===== config.mk =====
export PLATFORM = sky130hd
export DESIGN_NAME = half_float_arith_unit_core
export DESIGN_NICKNAME = d
export VERILOG_FILES = /design/src/sv/hfa_pkg.sv /design/src/sv/hfa_front.sv /design/src/sv/hfa_queue.sv /design/src/sv/hfa_back.sv /design/src/sv/half_float_arith_unit_core.sv
export SDC_FILE = /design/constraint.sdc
export NUM_CORES = 2
export LEC_CHECK = 0
export BUFFER_PORTS_ARGS = -buffer_cell sky130_fd_sc_hd__buf_2
export CORE_MARGIN = 1
export CORE_UTILIZATION = 35
export DETAILED_ROUTE_END_ITERATION = 6
export SETUP_SLACK_MARGIN = 0.02
export SYNTH_ARGS = -nofsm -noshare
export SYNTH_HDL_FRONTEND = slang
export SYNTH_SLANG_ARGS = --single-unit

===== constraint.sdc =====
create_clock -name clk -period 32.8 [get_ports clk]
set_input_delay 0 -clock clk [delete_from_list [all_inputs] [get_ports clk]]
set_output_delay 0 -clock clk [all_outputs]
set_load 0.05 [all_outputs]

===== src/sv/hfa_pkg.sv =====
`default_nettype none
package hfa_pkg;

  localparam logic [1:0] CMD_ADD = 2'd0;
  localparam logic [1:0] CMD_SUB = 2'd1;
  localparam logic [1:0] CMD_MUL = 2'd2;
  localparam logic [1:0] CMD_DIV = 2'd3;

  localparam logic [1:0] RM_RNE = 2'd0;
  localparam logic [1:0] RM_RTZ = 2'd1;
  localparam logic [1:0] RM_RUP = 2'd2;
  localparam logic [1:0] RM_RDN = 2'd3;

  localparam logic [15:0] QNAN_CANON = 16'h7E00;
  localparam logic [15:0] EXP_MASK   = 16'h7C00;
  localparam logic [15:0] MAX_FINITE = 16'h7BFF;

  localparam int QueueDepthDefault = 2;

  // Width of the significand handed to the rounder, and its quotient width.
  // An aligned sum can reach 41 bits when the exponents differ by 29.
  localparam int SigW = 48;
  localparam int QuoW = 27;

  typedef enum logic [1:0] {
    ST_IDLE,
    ST_DIV,
    ST_ROUND,
    ST_OUT
  } be_state_t;

  // Classified operation passed from the front end to the back end.
  typedef struct packed {
    logic [1:0]  cmd;          // add/mul/div (sub folded into add)
    logic        special;      // result is fully decided by the front end
    logic [15:0] spec_val;
    logic        spec_nv;
    logic        spec_dz;
    logic        sign;         // sign of a for add, of the result for mul/div
    logic        sign_b;       // sign of b after the subtract flip
    logic [10:0] ma;
    logic [10:0] mb;
    logic signed [6:0] ea;
    logic signed [6:0] eb;
  } hfa_op_t;

  typedef struct packed {
    logic [15:0] value;
    logic nx;
    logic of;
    logic uf;
    logic dz;
    logic nv;
  } hfa_res_t;

endpackage
`default_nettype wire


===== src/sv/hfa_front.sv =====
`default_nettype none
module hfa_front (
  input  wire logic        in_valid,
  output logic             in_ready,
  input  wire logic [1:0]  in_command,
  input  wire logic [15:0] in_operand_a,
  input  wire logic [15:0] in_operand_b,
  input  wire logic [1:0]  rmode,
  output logic             op_valid,
  input  wire logic        op_ready,
  output hfa_pkg::hfa_op_t op_data
);

  logic [15:0] a, b;
  logic a_nan, b_nan, a_snan, b_snan, a_inf, b_inf, a_zero, b_zero;
  logic sa, sb, sx;
  logic [3:0] la, lb;
  hfa_pkg::hfa_op_t op;

  assign in_ready = op_ready;
  assign op_valid = in_valid;
  assign op_data  = op;

  always_comb begin
    a = in_operand_a;
    b = (in_command == hfa_pkg::CMD_SUB) ? (in_operand_b ^ 16'h8000) : in_operand_b;
    a_nan  = a[14:0] > hfa_pkg::EXP_MASK[14:0];
    b_nan  = b[14:0] > hfa_pkg::EXP_MASK[14:0];
    a_snan = a_nan && !a[9];
    b_snan = b_nan && !b[9];
    a_inf  = a[14:0] == hfa_pkg::EXP_MASK[14:0];
    b_inf  = b[14:0] == hfa_pkg::EXP_MASK[14:0];
    a_zero = a[14:0] == 15'd0;
    b_zero = b[14:0] == 15'd0;
    sa = a[15];
    sb = b[15];
    sx = sa ^ sb;

    op = '0;
    op.cmd = (in_command == hfa_pkg::CMD_SUB) ? hfa_pkg::CMD_ADD : in_command;
    op.ma = (a[14:10] == 5'd0) ? {1'b0, a[9:0]} : {1'b1, a[9:0]};
    op.mb = (b[14:10] == 5'd0) ? {1'b0, b[9:0]} : {1'b1, b[9:0]};
    op.ea = (a[14:10] == 5'd0) ? 7'sd1 : $signed({2'b00, a[14:10]});
    op.eb = (b[14:10] == 5'd0) ? 7'sd1 : $signed({2'b00, b[14:10]});
    op.sign = (op.cmd == hfa_pkg::CMD_ADD) ? sa : sx;
    op.sign_b = sb;

    // Divide operands are normalized so that the quotient has a fixed width.
    la = '0;
    lb = '0;
    for (int i = 0; i < 11; i++) begin
      if (op.ma[i]) begin
        la = 4'(10 - i);
      end
      if (op.mb[i]) begin
        lb = 4'(10 - i);
      end
    end
    if (op.cmd == hfa_pkg::CMD_DIV) begin
      op.ma = op.ma << la;
      op.mb = op.mb << lb;
      op.ea = op.ea - $signed({3'b000, la});
      op.eb = op.eb - $signed({3'b000, lb});
    end

    if (a_nan || b_nan) begin
      op.special  = 1'b1;
      op.spec_val = hfa_pkg::QNAN_CANON;
      op.spec_nv  = a_snan || b_snan;
    end else begin
      unique case (op.cmd)
        hfa_pkg::CMD_MUL: begin
          if (a_inf || b_inf) begin
            op.special = 1'b1;
            if (a_zero || b_zero) begin
              op.spec_val = hfa_pkg::QNAN_CANON;
              op.spec_nv  = 1'b1;
            end else begin
              op.spec_val = {sx, 15'h7C00};
            end
          end else if (a_zero || b_zero) begin
            op.special  = 1'b1;
            op.spec_val = {sx, 15'd0};
          end
        end
        hfa_pkg::CMD_DIV: begin
          if (a_inf) begin
            op.special = 1'b1;
            if (b_inf) begin
              op.spec_val = hfa_pkg::QNAN_CANON;
              op.spec_nv  = 1'b1;
            end else begin
              op.spec_val = {sx, 15'h7C00};
            end
          end else if (b_inf) begin
            op.special  = 1'b1;
            op.spec_val = {sx, 15'd0};
          end else if (b_zero) begin
            op.special = 1'b1;
            if (a_zero) begin
              op.spec_val = hfa_pkg::QNAN_CANON;
              op.spec_nv  = 1'b1;
            end else begin
              op.spec_val = {sx, 15'h7C00};
              op.spec_dz  = 1'b1;
            end
          end else if (a_zero) begin
            op.special  = 1'b1;
            op.spec_val = {sx, 15'd0};
          end
        end
        default: begin
          if (a_inf || b_inf) begin
            op.special = 1'b1;
            if (a_inf && b_inf && (sa != sb)) begin
              op.spec_val = hfa_pkg::QNAN_CANON;
              op.spec_nv  = 1'b1;
            end else begin
              op.spec_val = a_inf ? a : b;
            end
          end else if (a_zero && b_zero) begin
            op.special  = 1'b1;
            op.spec_val = (sa == sb) ? {sa, 15'd0}
                        : {(rmode == hfa_pkg::RM_RDN), 15'd0};
          end
        end
      endcase
    end
  end

endmodule
`default_nettype wire


===== src/sv/hfa_queue.sv =====
`default_nettype none
module hfa_queue #(
  parameter int Depth = hfa_pkg::QueueDepthDefault
) (
  input  wire logic             clk,
  input  wire logic             rst_n,
  input  wire logic             wr_valid,
  output logic                  wr_ready,
  input  wire hfa_pkg::hfa_op_t wr_data,
  output logic                  rd_valid,
  input  wire logic             rd_ready,
  output hfa_pkg::hfa_op_t      rd_data
);

  localparam int AW = (Depth > 1) ? $clog2(Depth) : 1;

  hfa_pkg::hfa_op_t mem_r [Depth];
  logic [AW-1:0] wp_r, wp_nxt, rp_r, rp_nxt;
  logic [AW:0]   cnt_r, cnt_nxt;
  logic wr_fire, rd_fire;

  assign wr_ready = cnt_r != Depth[AW:0];
  assign rd_valid = cnt_r != '0;
  assign rd_data  = mem_r[rp_r];
  assign wr_fire  = wr_valid && wr_ready;
  assign rd_fire  = rd_valid && rd_ready;

  always_comb begin
    wp_nxt = wp_r;
    rp_nxt = rp_r;
    if (wr_fire) begin
      wp_nxt = (wp_r == AW'(Depth - 1)) ? '0 : wp_r + 1'b1;
    end
    if (rd_fire) begin
      rp_nxt = (rp_r == AW'(Depth - 1)) ? '0 : rp_r + 1'b1;
    end
    cnt_nxt = cnt_r + {{AW{1'b0}}, wr_fire} - {{AW{1'b0}}, rd_fire};
  end

  always_ff @(posedge clk) begin
    if (!rst_n) begin
      wp_r  <= '0;
      rp_r  <= '0;
      cnt_r <= '0;
    end else begin
      wp_r  <= wp_nxt;
      rp_r  <= rp_nxt;
      cnt_r <= cnt_nxt;
    end
  end

  always_ff @(posedge clk) begin
    if (wr_fire) begin
      mem_r[wp_r] <= wr_data;
    end
  end

endmodule
`default_nettype wire


===== src/sv/hfa_back.sv =====
`default_nettype none
module hfa_back (
  input  wire logic             clk,
  input  wire logic             rst_n,
  input  wire logic [1:0]       rmode,
  input  wire logic             op_valid,
  output logic                  op_ready,
  input  wire hfa_pkg::hfa_op_t op_data,
  output logic                  res_valid,
  input  wire logic             res_ready,
  output hfa_pkg::hfa_res_t     res_data
);

  localparam int SW = hfa_pkg::SigW;
  localparam int QW = hfa_pkg::QuoW;

  hfa_pkg::be_state_t state_r, state_nxt;

  logic [SW-1:0]      sig_r, sig_nxt;
  logic signed [8:0]  exp_r, exp_nxt;   // value = sig * 2^exp
  logic               stk_r, stk_nxt;
  logic               sign_r, sign_nxt;
  logic [4:0]         cnt_r, cnt_nxt;
  logic [11:0]        rem_r, rem_nxt;
  logic [10:0]        dvs_r, dvs_nxt;
  hfa_pkg::hfa_res_t  res_r, res_nxt;

  // Front-side operand alignment for add, the multiply product and the divide step.
  logic signed [6:0] emin;
  logic [5:0]        dea, deb;
  logic [SW-1:0]     xa, xb;
  logic [21:0]       prod;
  logic [12:0]       rem_sub;

  // Rounding.
  logic [5:0]        lz;
  logic [5:0]        p;
  logic signed [9:0] q, sh, ptop;
  logic [SW-1:0]     kept;
  logic [11:0]       kr;
  logic              guard, rest, inexact, inc, tiny;
  logic signed [9:0] be;
  logic              to_inf;
  logic [SW-1:0]     lowmask;

  always_comb begin
    emin = (op_data.ea < op_data.eb) ? op_data.ea : op_data.eb;
    dea  = 6'(op_data.ea - emin);
    deb  = 6'(op_data.eb - emin);
    xa   = SW'(op_data.ma) << dea;
    xb   = SW'(op_data.mb) << deb;
    prod = op_data.ma * op_data.mb;
    rem_sub = {1'b0, rem_r} - {2'b00, dvs_r};
  end

  always_comb begin
    lz = '0;
    for (int i = 0; i < SW; i++) begin
      if (sig_r[i]) begin
        lz = 6'(i);
      end
    end
    p    = lz;
    ptop = $signed({4'b0, p}) + 10'(exp_r);
    q    = ptop - 10'sd10;
    if (q < -10'sd24) begin
      q = -10'sd24;
    end
    sh   = q - 10'(exp_r);
    tiny = ptop < -10'sd14;
    lowmask = '0;
    if (sh <= 0) begin
      kept  = sig_r << 5'(-sh);
      guard = 1'b0;
      rest  = stk_r;
    end else if (sh > 10'(SW)) begin
      kept  = '0;
      guard = 1'b0;
      rest  = 1'b1;
    end else begin
      kept    = sig_r >> sh[5:0];
      guard   = sig_r[6'(sh - 1)];
      lowmask = (SW'(1) << 6'(sh - 1)) - SW'(1);
      rest    = ((sig_r & lowmask) != '0) || stk_r;
    end
    inexact = guard || rest;
    case (rmode)
      hfa_pkg::RM_RNE: inc = guard && (rest || kept[0]);
      hfa_pkg::RM_RTZ: inc = 1'b0;
      hfa_pkg::RM_RUP: inc = inexact && !sign_r;
      default:         inc = inexact && sign_r;
    endcase
    kr = kept[11:0] + {11'd0, inc};
    if (kr[11]) begin
      kr = kr >> 1;
      q  = q + 10'sd1;
    end
    be = kr[10] ? q + 10'sd25 : 10'sd0;
    to_inf = (rmode == hfa_pkg::RM_RNE) || (rmode == hfa_pkg::RM_RUP && !sign_r)
          || (rmode == hfa_pkg::RM_RDN && sign_r);
  end

  always_comb begin
    state_nxt = state_r;
    sig_nxt = sig_r;
    exp_nxt = exp_r;
    stk_nxt = stk_r;
    sign_nxt = sign_r;
    cnt_nxt = cnt_r;
    rem_nxt = rem_r;
    dvs_nxt = dvs_r;
    res_nxt = res_r;
    op_ready = 1'b0;
    res_valid = 1'b0;
    unique case (state_r)
      hfa_pkg::ST_IDLE: begin
        op_ready = 1'b1;
        if (op_valid) begin
          sign_nxt = op_data.sign;
          stk_nxt  = 1'b0;
          res_nxt  = '0;
          if (op_data.special) begin
            res_nxt.value = op_data.spec_val;
            res_nxt.nv    = op_data.spec_nv;
            res_nxt.dz    = op_data.spec_dz;
            state_nxt     = hfa_pkg::ST_OUT;
          end else if (op_data.cmd == hfa_pkg::CMD_MUL) begin
            sig_nxt   = SW'(prod);
            exp_nxt   = 9'(op_data.ea + op_data.eb) - 9'sd50;
            state_nxt = hfa_pkg::ST_ROUND;
          end else if (op_data.cmd == hfa_pkg::CMD_DIV) begin
            // Restoring division of ma*2^26 by mb, one quotient bit a cycle.
            // Both significands arrive normalized, so ma < 2*mb.
            sig_nxt   = '0;
            rem_nxt   = {1'b0, op_data.ma};
            dvs_nxt   = op_data.mb;
            exp_nxt   = 9'(op_data.ea - op_data.eb) - 9'sd26;
            cnt_nxt   = 5'd0;
            state_nxt = hfa_pkg::ST_DIV;
          end else begin
            // Add: the operand with the larger aligned magnitude sets the sign.
            exp_nxt = 9'(emin) - 9'sd25;
            if (op_data.sign == op_data.sign_b) begin
              sig_nxt = xa + xb;
            end else if (xa > xb) begin
              sig_nxt = xa - xb;
            end else if (xb > xa) begin
              sig_nxt  = xb - xa;
              sign_nxt = op_data.sign_b;
            end else begin
              sig_nxt = '0;
            end
            if (sig_nxt == '0) begin
              res_nxt.value = {(rmode == hfa_pkg::RM_RDN), 15'd0};
              state_nxt     = hfa_pkg::ST_OUT;
            end else begin
              state_nxt = hfa_pkg::ST_ROUND;
            end
          end
        end
      end
      hfa_pkg::ST_DIV: begin
        // Quotient needs QW bits (ma*2^26/mb < 2^27).
        if (rem_sub[12]) begin
          sig_nxt = {sig_r[SW-2:0], 1'b0};
          rem_nxt = {rem_r[10:0], 1'b0};
        end else begin
          sig_nxt = {sig_r[SW-2:0], 1'b1};
          rem_nxt = {rem_sub[10:0], 1'b0};
        end
        cnt_nxt = cnt_r + 5'd1;
        if (cnt_r == 5'(QW - 1)) begin
          stk_nxt   = rem_sub[12] ? (rem_r != '0) : (rem_sub[11:0] != '0);
          state_nxt = hfa_pkg::ST_ROUND;
        end
      end
      hfa_pkg::ST_ROUND: begin
        res_nxt = '0;
        res_nxt.nx = inexact;
        res_nxt.uf = inexact && tiny;
        if (be >= 10'sd31) begin
          res_nxt.of    = 1'b1;
          res_nxt.nx    = 1'b1;
          res_nxt.value = {sign_r, to_inf ? 15'h7C00 : hfa_pkg::MAX_FINITE[14:0]};
        end else begin
          res_nxt.value = {sign_r, be[4:0], kr[9:0]};
        end
        state_nxt = hfa_pkg::ST_OUT;
      end
      hfa_pkg::ST_OUT: begin
        res_valid = 1'b1;
        if (res_ready) begin
          state_nxt = hfa_pkg::ST_IDLE;
        end
      end
      default: state_nxt = hfa_pkg::ST_IDLE;
    endcase
  end

  assign res_data = res_r;

  always_ff @(posedge clk) begin
    if (!rst_n) begin
      state_r <= hfa_pkg::ST_IDLE;
    end else begin
      state_r <= state_nxt;
    end
  end

  always_ff @(posedge clk) begin
    sig_r  <= sig_nxt;
    exp_r  <= exp_nxt;
    stk_r  <= stk_nxt;
    sign_r <= sign_nxt;
    cnt_r  <= cnt_nxt;
    rem_r  <= rem_nxt;
    dvs_r  <= dvs_nxt;
    res_r  <= res_nxt;
  end

endmodule
`default_nettype wire


===== src/sv/half_float_arith_unit_core.sv =====
// Flow: each accepted word waits in the queue until the idle back end takes it. Special
// operands and exact zero sums then go straight to the output state; add/sub and
// multiply pass through the rounding state, and divide runs 27 restoring steps, one
// quotient bit a cycle, before rounding. The back end holds one word at a time and
// takes no new one until its result is out; the queue keeps taking words meanwhile.
// Reset: rst_n is synchronous and active low; it empties the queue, idles the
// back end and sets the rounding mode to nearest-even.
`default_nettype none
module half_float_arith_unit_core #(
  parameter int QueueDepth = hfa_pkg::QueueDepthDefault
) (
  input  wire logic        clk,
  input  wire logic        rst_n,
  input  wire logic        in_valid,
  output logic             in_ready,
  input  wire logic [1:0]  in_command,
  input  wire logic [15:0] in_operand_a,
  input  wire logic [15:0] in_operand_b,
  output logic             out_valid,
  input  wire logic        out_ready,
  output logic [15:0]      out_result_value,
  output logic             out_flag_inexact,
  output logic             out_flag_overflow,
  output logic             out_flag_underflow,
  output logic             out_flag_div_by_zero,
  output logic             out_flag_invalid,
  input  wire logic        psel,
  input  wire logic        penable,
  input  wire logic        pwrite,
  input  wire logic [1:0]  paddr,
  input  wire logic [31:0] pwdata,
  output logic [31:0]      prdata,
  output logic             pready
);

  // The rounding mode register is the only configuration state.
  logic [1:0] rmode_r, rmode_nxt;

  assign pready = 1'b1;
  assign prdata = (paddr == 2'd0) ? {30'd0, rmode_r} : 32'd0;

  always_comb begin
    rmode_nxt = rmode_r;
    if (psel && penable && pwrite && paddr == 2'd0) begin
      rmode_nxt = pwdata[1:0];
    end
  end

  always_ff @(posedge clk) begin
    if (!rst_n) begin
      rmode_r <= hfa_pkg::RM_RNE;
    end else begin
      rmode_r <= rmode_nxt;
    end
  end

  hfa_pkg::hfa_op_t  f_op, q_op;
  hfa_pkg::hfa_res_t res;
  logic f_valid, f_ready, q_valid, q_ready;

  // The front end classifies each word and folds subtraction into add.
  hfa_front u_front (
    .in_valid, .in_ready, .in_command, .in_operand_a, .in_operand_b,
    .rmode(rmode_r), .op_valid(f_valid), .op_ready(f_ready), .op_data(f_op)
  );

  // Short queue so the front can take words while the back end divides.
  hfa_queue #(.Depth(QueueDepth)) u_queue (
    .clk, .rst_n, .wr_valid(f_valid), .wr_ready(f_ready), .wr_data(f_op),
    .rd_valid(q_valid), .rd_ready(q_ready), .rd_data(q_op)
  );

  hfa_back u_back (
    .clk, .rst_n, .rmode(rmode_r), .op_valid(q_valid), .op_ready(q_ready),
    .op_data(q_op), .res_valid(out_valid), .res_ready(out_ready), .res_data(res)
  );

  assign out_result_value     = res.value;
  assign out_flag_inexact     = res.nx;
  assign out_flag_overflow    = res.of;
  assign out_flag_underflow   = res.uf;
  assign out_flag_div_by_zero = res.dz;
  assign out_flag_invalid     = res.nv;

`ifndef SYNTHESIS
  a_of_implies_nx: assert property (@(posedge clk) disable iff (!rst_n)
    out_valid && out_flag_overflow |-> out_flag_inexact)
    else $error("overflow without inexact");
  a_uf_implies_nx: assert property (@(posedge clk) disable iff (!rst_n)
    out_valid && out_flag_underflow |-> out_flag_inexact)
    else $error("underflow without inexact");
  a_nv_gives_nan: assert property (@(posedge clk) disable iff (!rst_n)
    out_valid && out_flag_invalid |-> out_result_value == hfa_pkg::QNAN_CANON)
    else $error("invalid without canonical NaN");
`endif

endmodule
`default_nettype wire

# After elaboration in Yosys (flattened, before gate mapping)
# Memory sizes are Yosys's and may differ from the RTL's. A register that Yosys moved wholly into a read port is not among the register bits.
# Index checks and enable logic that the tools add are counted.
[totals]
regBits = 116
latch_bits = 0
mem_bits_rw = 118
mem_bits_ro = 0
input_bits = 75
out_inout_bits = 56
elab_cells = 329
memories = 1
[memory_table]
columns = ["memory", "depth", "width", "read_ports", "rd_ports_with_merged_regs", "write_ports", "line_no", "rtl"]
rows = [
  ["u_queue.mem_r", 2, 59, 1, 1, 1, "hfa_queue.sv:17", "hfa_pkg::hfa_op_t mem_r [Depth];"],
]
[classes]
n_addsub = 27
mul = 1
n_div = 0
magnitude_cmp = 11
n_eq_ne = 24
shifts = 7
mux = 184
n_bitwise = 5
reduce_logical = 51
[op_table]
columns = ["cell", "n"]
rows = [
  ["$mux 48", 12],
  ["$mux 16", 11],
  ["$mux 4", 30],
  ["$mux 17", 7],
  ["$mux 5", 22],
  ["$gt 48x48->1", 2],
  ["$mux 6", 16],
  ["$pmux 48 s2", 1],
  ["$shl 11x6->48", 2],
  ["$sub 48x48->48", 2],
  ["$mux 12", 7],
  ["$add 48x48->48", 1],
  ["$and 48x48->48", 1],
  ["$logic_not 48->1", 1],
  ["$reduce_bool 48->1", 1],
  ["$shl 1x6->48 const A", 1],
  ["$shl 48x5->12", 1],
  ["$shr 48x6->12", 1],
  ["$sub 48x2->48 const B", 1],
  ["$mux 11", 4],
  ["$pmux 21 s2", 1],
  ["$mux 1", 37],
  ["$mux 18", 2],
  ["$mux 36", 1],
  ["65 further kinds", 145],
]

# Logic depth before layout (Yosys ltp)
[depth]
depth_word = 70
ltp_mapped = 80
ltp_nobuf = 73

# Modules after synthesis
# From an unflattened synthesis, not the netlist that was laid out.
[unflattened]
hier_cells = 4666
hier_area_um2 = 36876.6
[modules_own_cells]
columns = ["mod", "instances", "cells_each", "area_per_inst_um2", "seq_area_each_um2"]
rows = [
  ["hfa_back", 1, 4036, 29727.3, 3283.1],
  ["hfa_queue", 1, 213, 4573.1, 3643.5],
  ["hfa_front", 1, 372, 2230.9, 0.0],
  ["half_float_arith_unit_core", 1, 45, 345.3, 40.0],
]

# Least setup slack after synthesis
# Ideal clock, no wire load.
[synth_path]
kind = "reg-to-reg"
startpoint = "register u_back.sig_r[4]"
endpoint = "register u_back.res_r, in the netlist u_back.res_data[12] (data pin)"
setup_ns = 0.268
arrival_ns = 13.445
required_time_ns = 32.532
path_slack_ns = 19.087
path_stages_with_launch = 75
n_path_buf = 10
period_less_slack_ns = 13.713
cell_sequence = "edfxtp_1 clkbuf_1 nor3_1 nor3_1 nor3_1 nor3_1 nor3_1 nor3_1 nor3_1 nor3_1 nor3_1 nor3_1 nor3_1 nor3_1 o31ai_1 a211oi_1 o31ai_1 a21boi_0 [39 not listed] nand2_1 a2111oi_0 a31o_2 nand4_2 o31ai_4 and2_1 buf_4 xnor2_1 ha_1 o21ai_1 a31oi_1 mux2_1 o31ai_1 a21o_2 a21o_1 buf_4 nand2b_1 o211ai_2"
[synth_lines]
columns = ["item", "line_no", "rtl"]
rows = [
  ["start, declared", "hfa_back.sv:19", "logic [SW-1:0] sig_r, sig_nxt;"],
  ["start signal, assigned", "hfa_back.sv:211", "sig_r <= sig_nxt;"],
  ["end signal, assigned", "hfa_back.sv:218", "res_r <= res_nxt;"],
  ["end, declared", "hfa_back.sv:26", "hfa_pkg::hfa_res_t res_r, res_nxt;"],
]

==> run summary <==
antenna-violating nets left -> 0
Root Buffer -> clkbuf_16
outcome -> finished, final reports clean
Worst-Skew Late Latency -> 0.57 ns
Reg area -> 6970 µm²
Max stage delay on crit path -> 0.78 ns
Die X -> 318 µm
main area contributors after synthesis -> edfxtp_1 (19%), ha_1 (10%), nand2_1 (5.3%), fa_1 (5.3%), a21oi_1 (5.0%)
final WL -> 121000 µm
Final Slew Violations -> 0
Core Area -> 98700 µm²
via count -> 33.8k
Async S/R FF share, synth -> 0
Post-Synth Adder-Cell Area -> 0.154
DRT iter0 DRCs -> 3410
CTS clock-pin slew for the worst setup and hold paths -> 0.06 ns
count of different cell masters after synthesis -> 116
Hold Crit Class -> in -> reg
Hold-fix buffers, CTS -> 43
Post-synth EDFFs -> 226
largest net degree at the start of global routing -> 60
critical path data arrival time -> 17.81 ns
Cells after Synth -> 4428
complex-gate fraction of the synthesized area -> 0.238
DIE AREA -> 101000 µm²
row cnt -> 115
maxcap violations -> 0
IO Port Bufs -> 69
# Post-CTS Setup Buffers -> 0
reg2reg setup slack -> 15.30 ns
layout cells sized above 1 -> 0.0874
final critical-path share of the clock period -> 0.534
Synth warnings -> 0
vias in the first global route -> 31.5k
WS Path Type -> reg -> reg
synthesized-area fraction occupied by and/or/nand/nor cells -> 0.190
Fmax achieved -> 57.1 MHz
mapped cell area -> 35000 µm²
Starting Density -> 0.355
Hold Path Cell Cnt -> 4
first drt pass iteration count -> 6
Worst Tran Pin Value -> 1.21 ns
htree depth -> 1
Worst Path Required -> 33.11 ns
Syn-to-layout area delta -> 8.24%
reg2reg path depth -> 67
Yosys top cell area share -> 0.194
DP Wirelength -> 93900 µm
TritonCTS Buffers -> 27
wire per inst -> 21.3 µm
initial antenna violation count -> 4
CP Launch Type -> flop
FILL cells -> 10.2k
final total negative setup slack -> 0 ns
routability cong. -> 0.961
DIE HEIGHT -> 318 µm
DRC viols -> 0
critical path endpoint category -> flop
multiplexer share of the synthesized area -> 0.0971
most used cell, CP -> o21ai_0
Final nets -> 4842
I/O pin count -> 131
commonest non-fill, non-tap cell in the layout -> nand2_1
min Tclk post-route -> 17.50 ns
Yosys reg bits -> 235
post-synthesis xor/xnor area fraction -> 0.0472
most frequent cells in the layout -> nand2_1 (495), nor2_1 (445), inv_1 (355), a21oi_1 (350), o21ai_0 (288)
RSZ-0062 raised after global routing -> no
PostCTS Resize Cnt -> 0
Yosys top cell by area -> edfxtp_1
clk sinks -> 235
Global Route Usage Sum -> 0.231
clock skew -> 0.0296 ns
first-pass GRT wire length -> 186000 µm
Max stage delay cell, worst path -> nor3_1
combinational family with the most area after synthesis -> compound AO/OA/AOI/OAI gates
TritonCTS clock tree -> done
syn avg cell area -> 7.90 µm²
Final Hold Viols -> 0
clk buf depth -> 3
multi-input logic area -> 25700 µm²
routed vias/inst -> 5.93
Primary FF master, synth -> edfxtp_1
sequential area share after synthesis -> 0.199
maximum net fanout on the critical path -> 56
slew margin rel. -> 0.185
GRT overflow -> 0
final setup vio count -> 0
layer usage:
layer	wire length (µm)	up-vias	global-route usage
li1	-	15800	-
met1	52800	16300	0.318
met2	54200	1415	0.369
met3	9510	268	0.0316
met4	4890	4	0.0801
met5	23	-	0
through the flow:
step	setup slack (ns)	hold WS (ns)	instance area, µm²	util	std cells
after floorplan	19.09	0.122	35200	-	4477
after global placement	15.64	0.231	36500	0.369	5608
after detailed placement	15.60	0.232	36500	0.369	5608
after CTS	15.55	0.00676	37900	0.384	5701
after global routing	14.15	0.0509	37900	0.384	5701
final	15.30	0.0242	37900	0.384	5702
synth_stat cells, types with 92 or more instances:
cell type  count
nor2_1       446
inv_1        355
xnor2_1      114
nor3_1       100
fa_1          92
mux2i_1      148
o21ai_0      290
ha_1         282
a21oi_1      352
edfxtp_1     226
clkbuf_1     202
nand2_1      496
critical path: cells and delay by family (launching register included):
| kind | cells | cell delay [ns] |
|---|---|---|
| AOI/OAI and AO/OA | 34 | 7.09 |
| and+or+nand+nor | 18 | 4.21 |
| adders and majority gates | 9 | 3.54 |
| buffers and inverters | 3 | 0.87 |
| DFF | 1 | 0.64 |
| muxes | 2 | 0.61 |
| xor gates and xnor gates | 1 | 0.19 |
layout make-up:
| cell class | count | share of cell area |
|---|---|---|
| Inverter | 363 | 0.0360 |
| Tap cell | 1287 | 0.0425 |
| Sequential cell | 235 | 0.184 |
| Multi-Input combinational cell | 3595 | 0.679 |
| Timing Repair Buffer | 171 | 0.0322 |
| Antenna cell | 1 | 0.0000661 |
| Clock buffer | 30 | 0.0181 |
| Clock inverter | 20 | 0.00813 |
logic make-up after synthesis:
group | after synthesis
adder cells (fa/ha/maj) | 376
multiplexers | 261
XOR/XNOR | 176
buffers and inverters | 647
other | 2
AO/OA/AOI/OAI | 1281
flip-flops | 235
AND/OR/NAND/NOR | 1450
final timing paths:
| kind | startpoint | to |
|---|---|---|
| hold / removal | in_command[0] | u_queue.mem_r[1][39] |
| setup reg to reg | u_back.sig_r[4] | u_back.res_data[6] |
| hold reg to reg | u_queue.rp_r | flop |
| setup / recovery | u_back.sig_r[4] | u_back.res_data[6] |
registers in the layout, indices dropped and copies added, names as in the netlist, named ones only:
register	flops
rmode_r	2
u_back.cnt_r	5
u_back.dvs_r	11
u_back.exp_r	9
u_back.rem_r	12
u_back.res_data	21
u_back.sig_r	48
u_back.sign_r	1
u_back.state_r	2
u_back.stk_r	1
u_queue.cnt_r	2
u_queue.mem_r	118
u_queue.rp_r	1
u_queue.wp_r	1
Power is left out: the tool's default activity adds up to more than one toggle a clock period on the data nets, which glitch-free logic cannot reach.
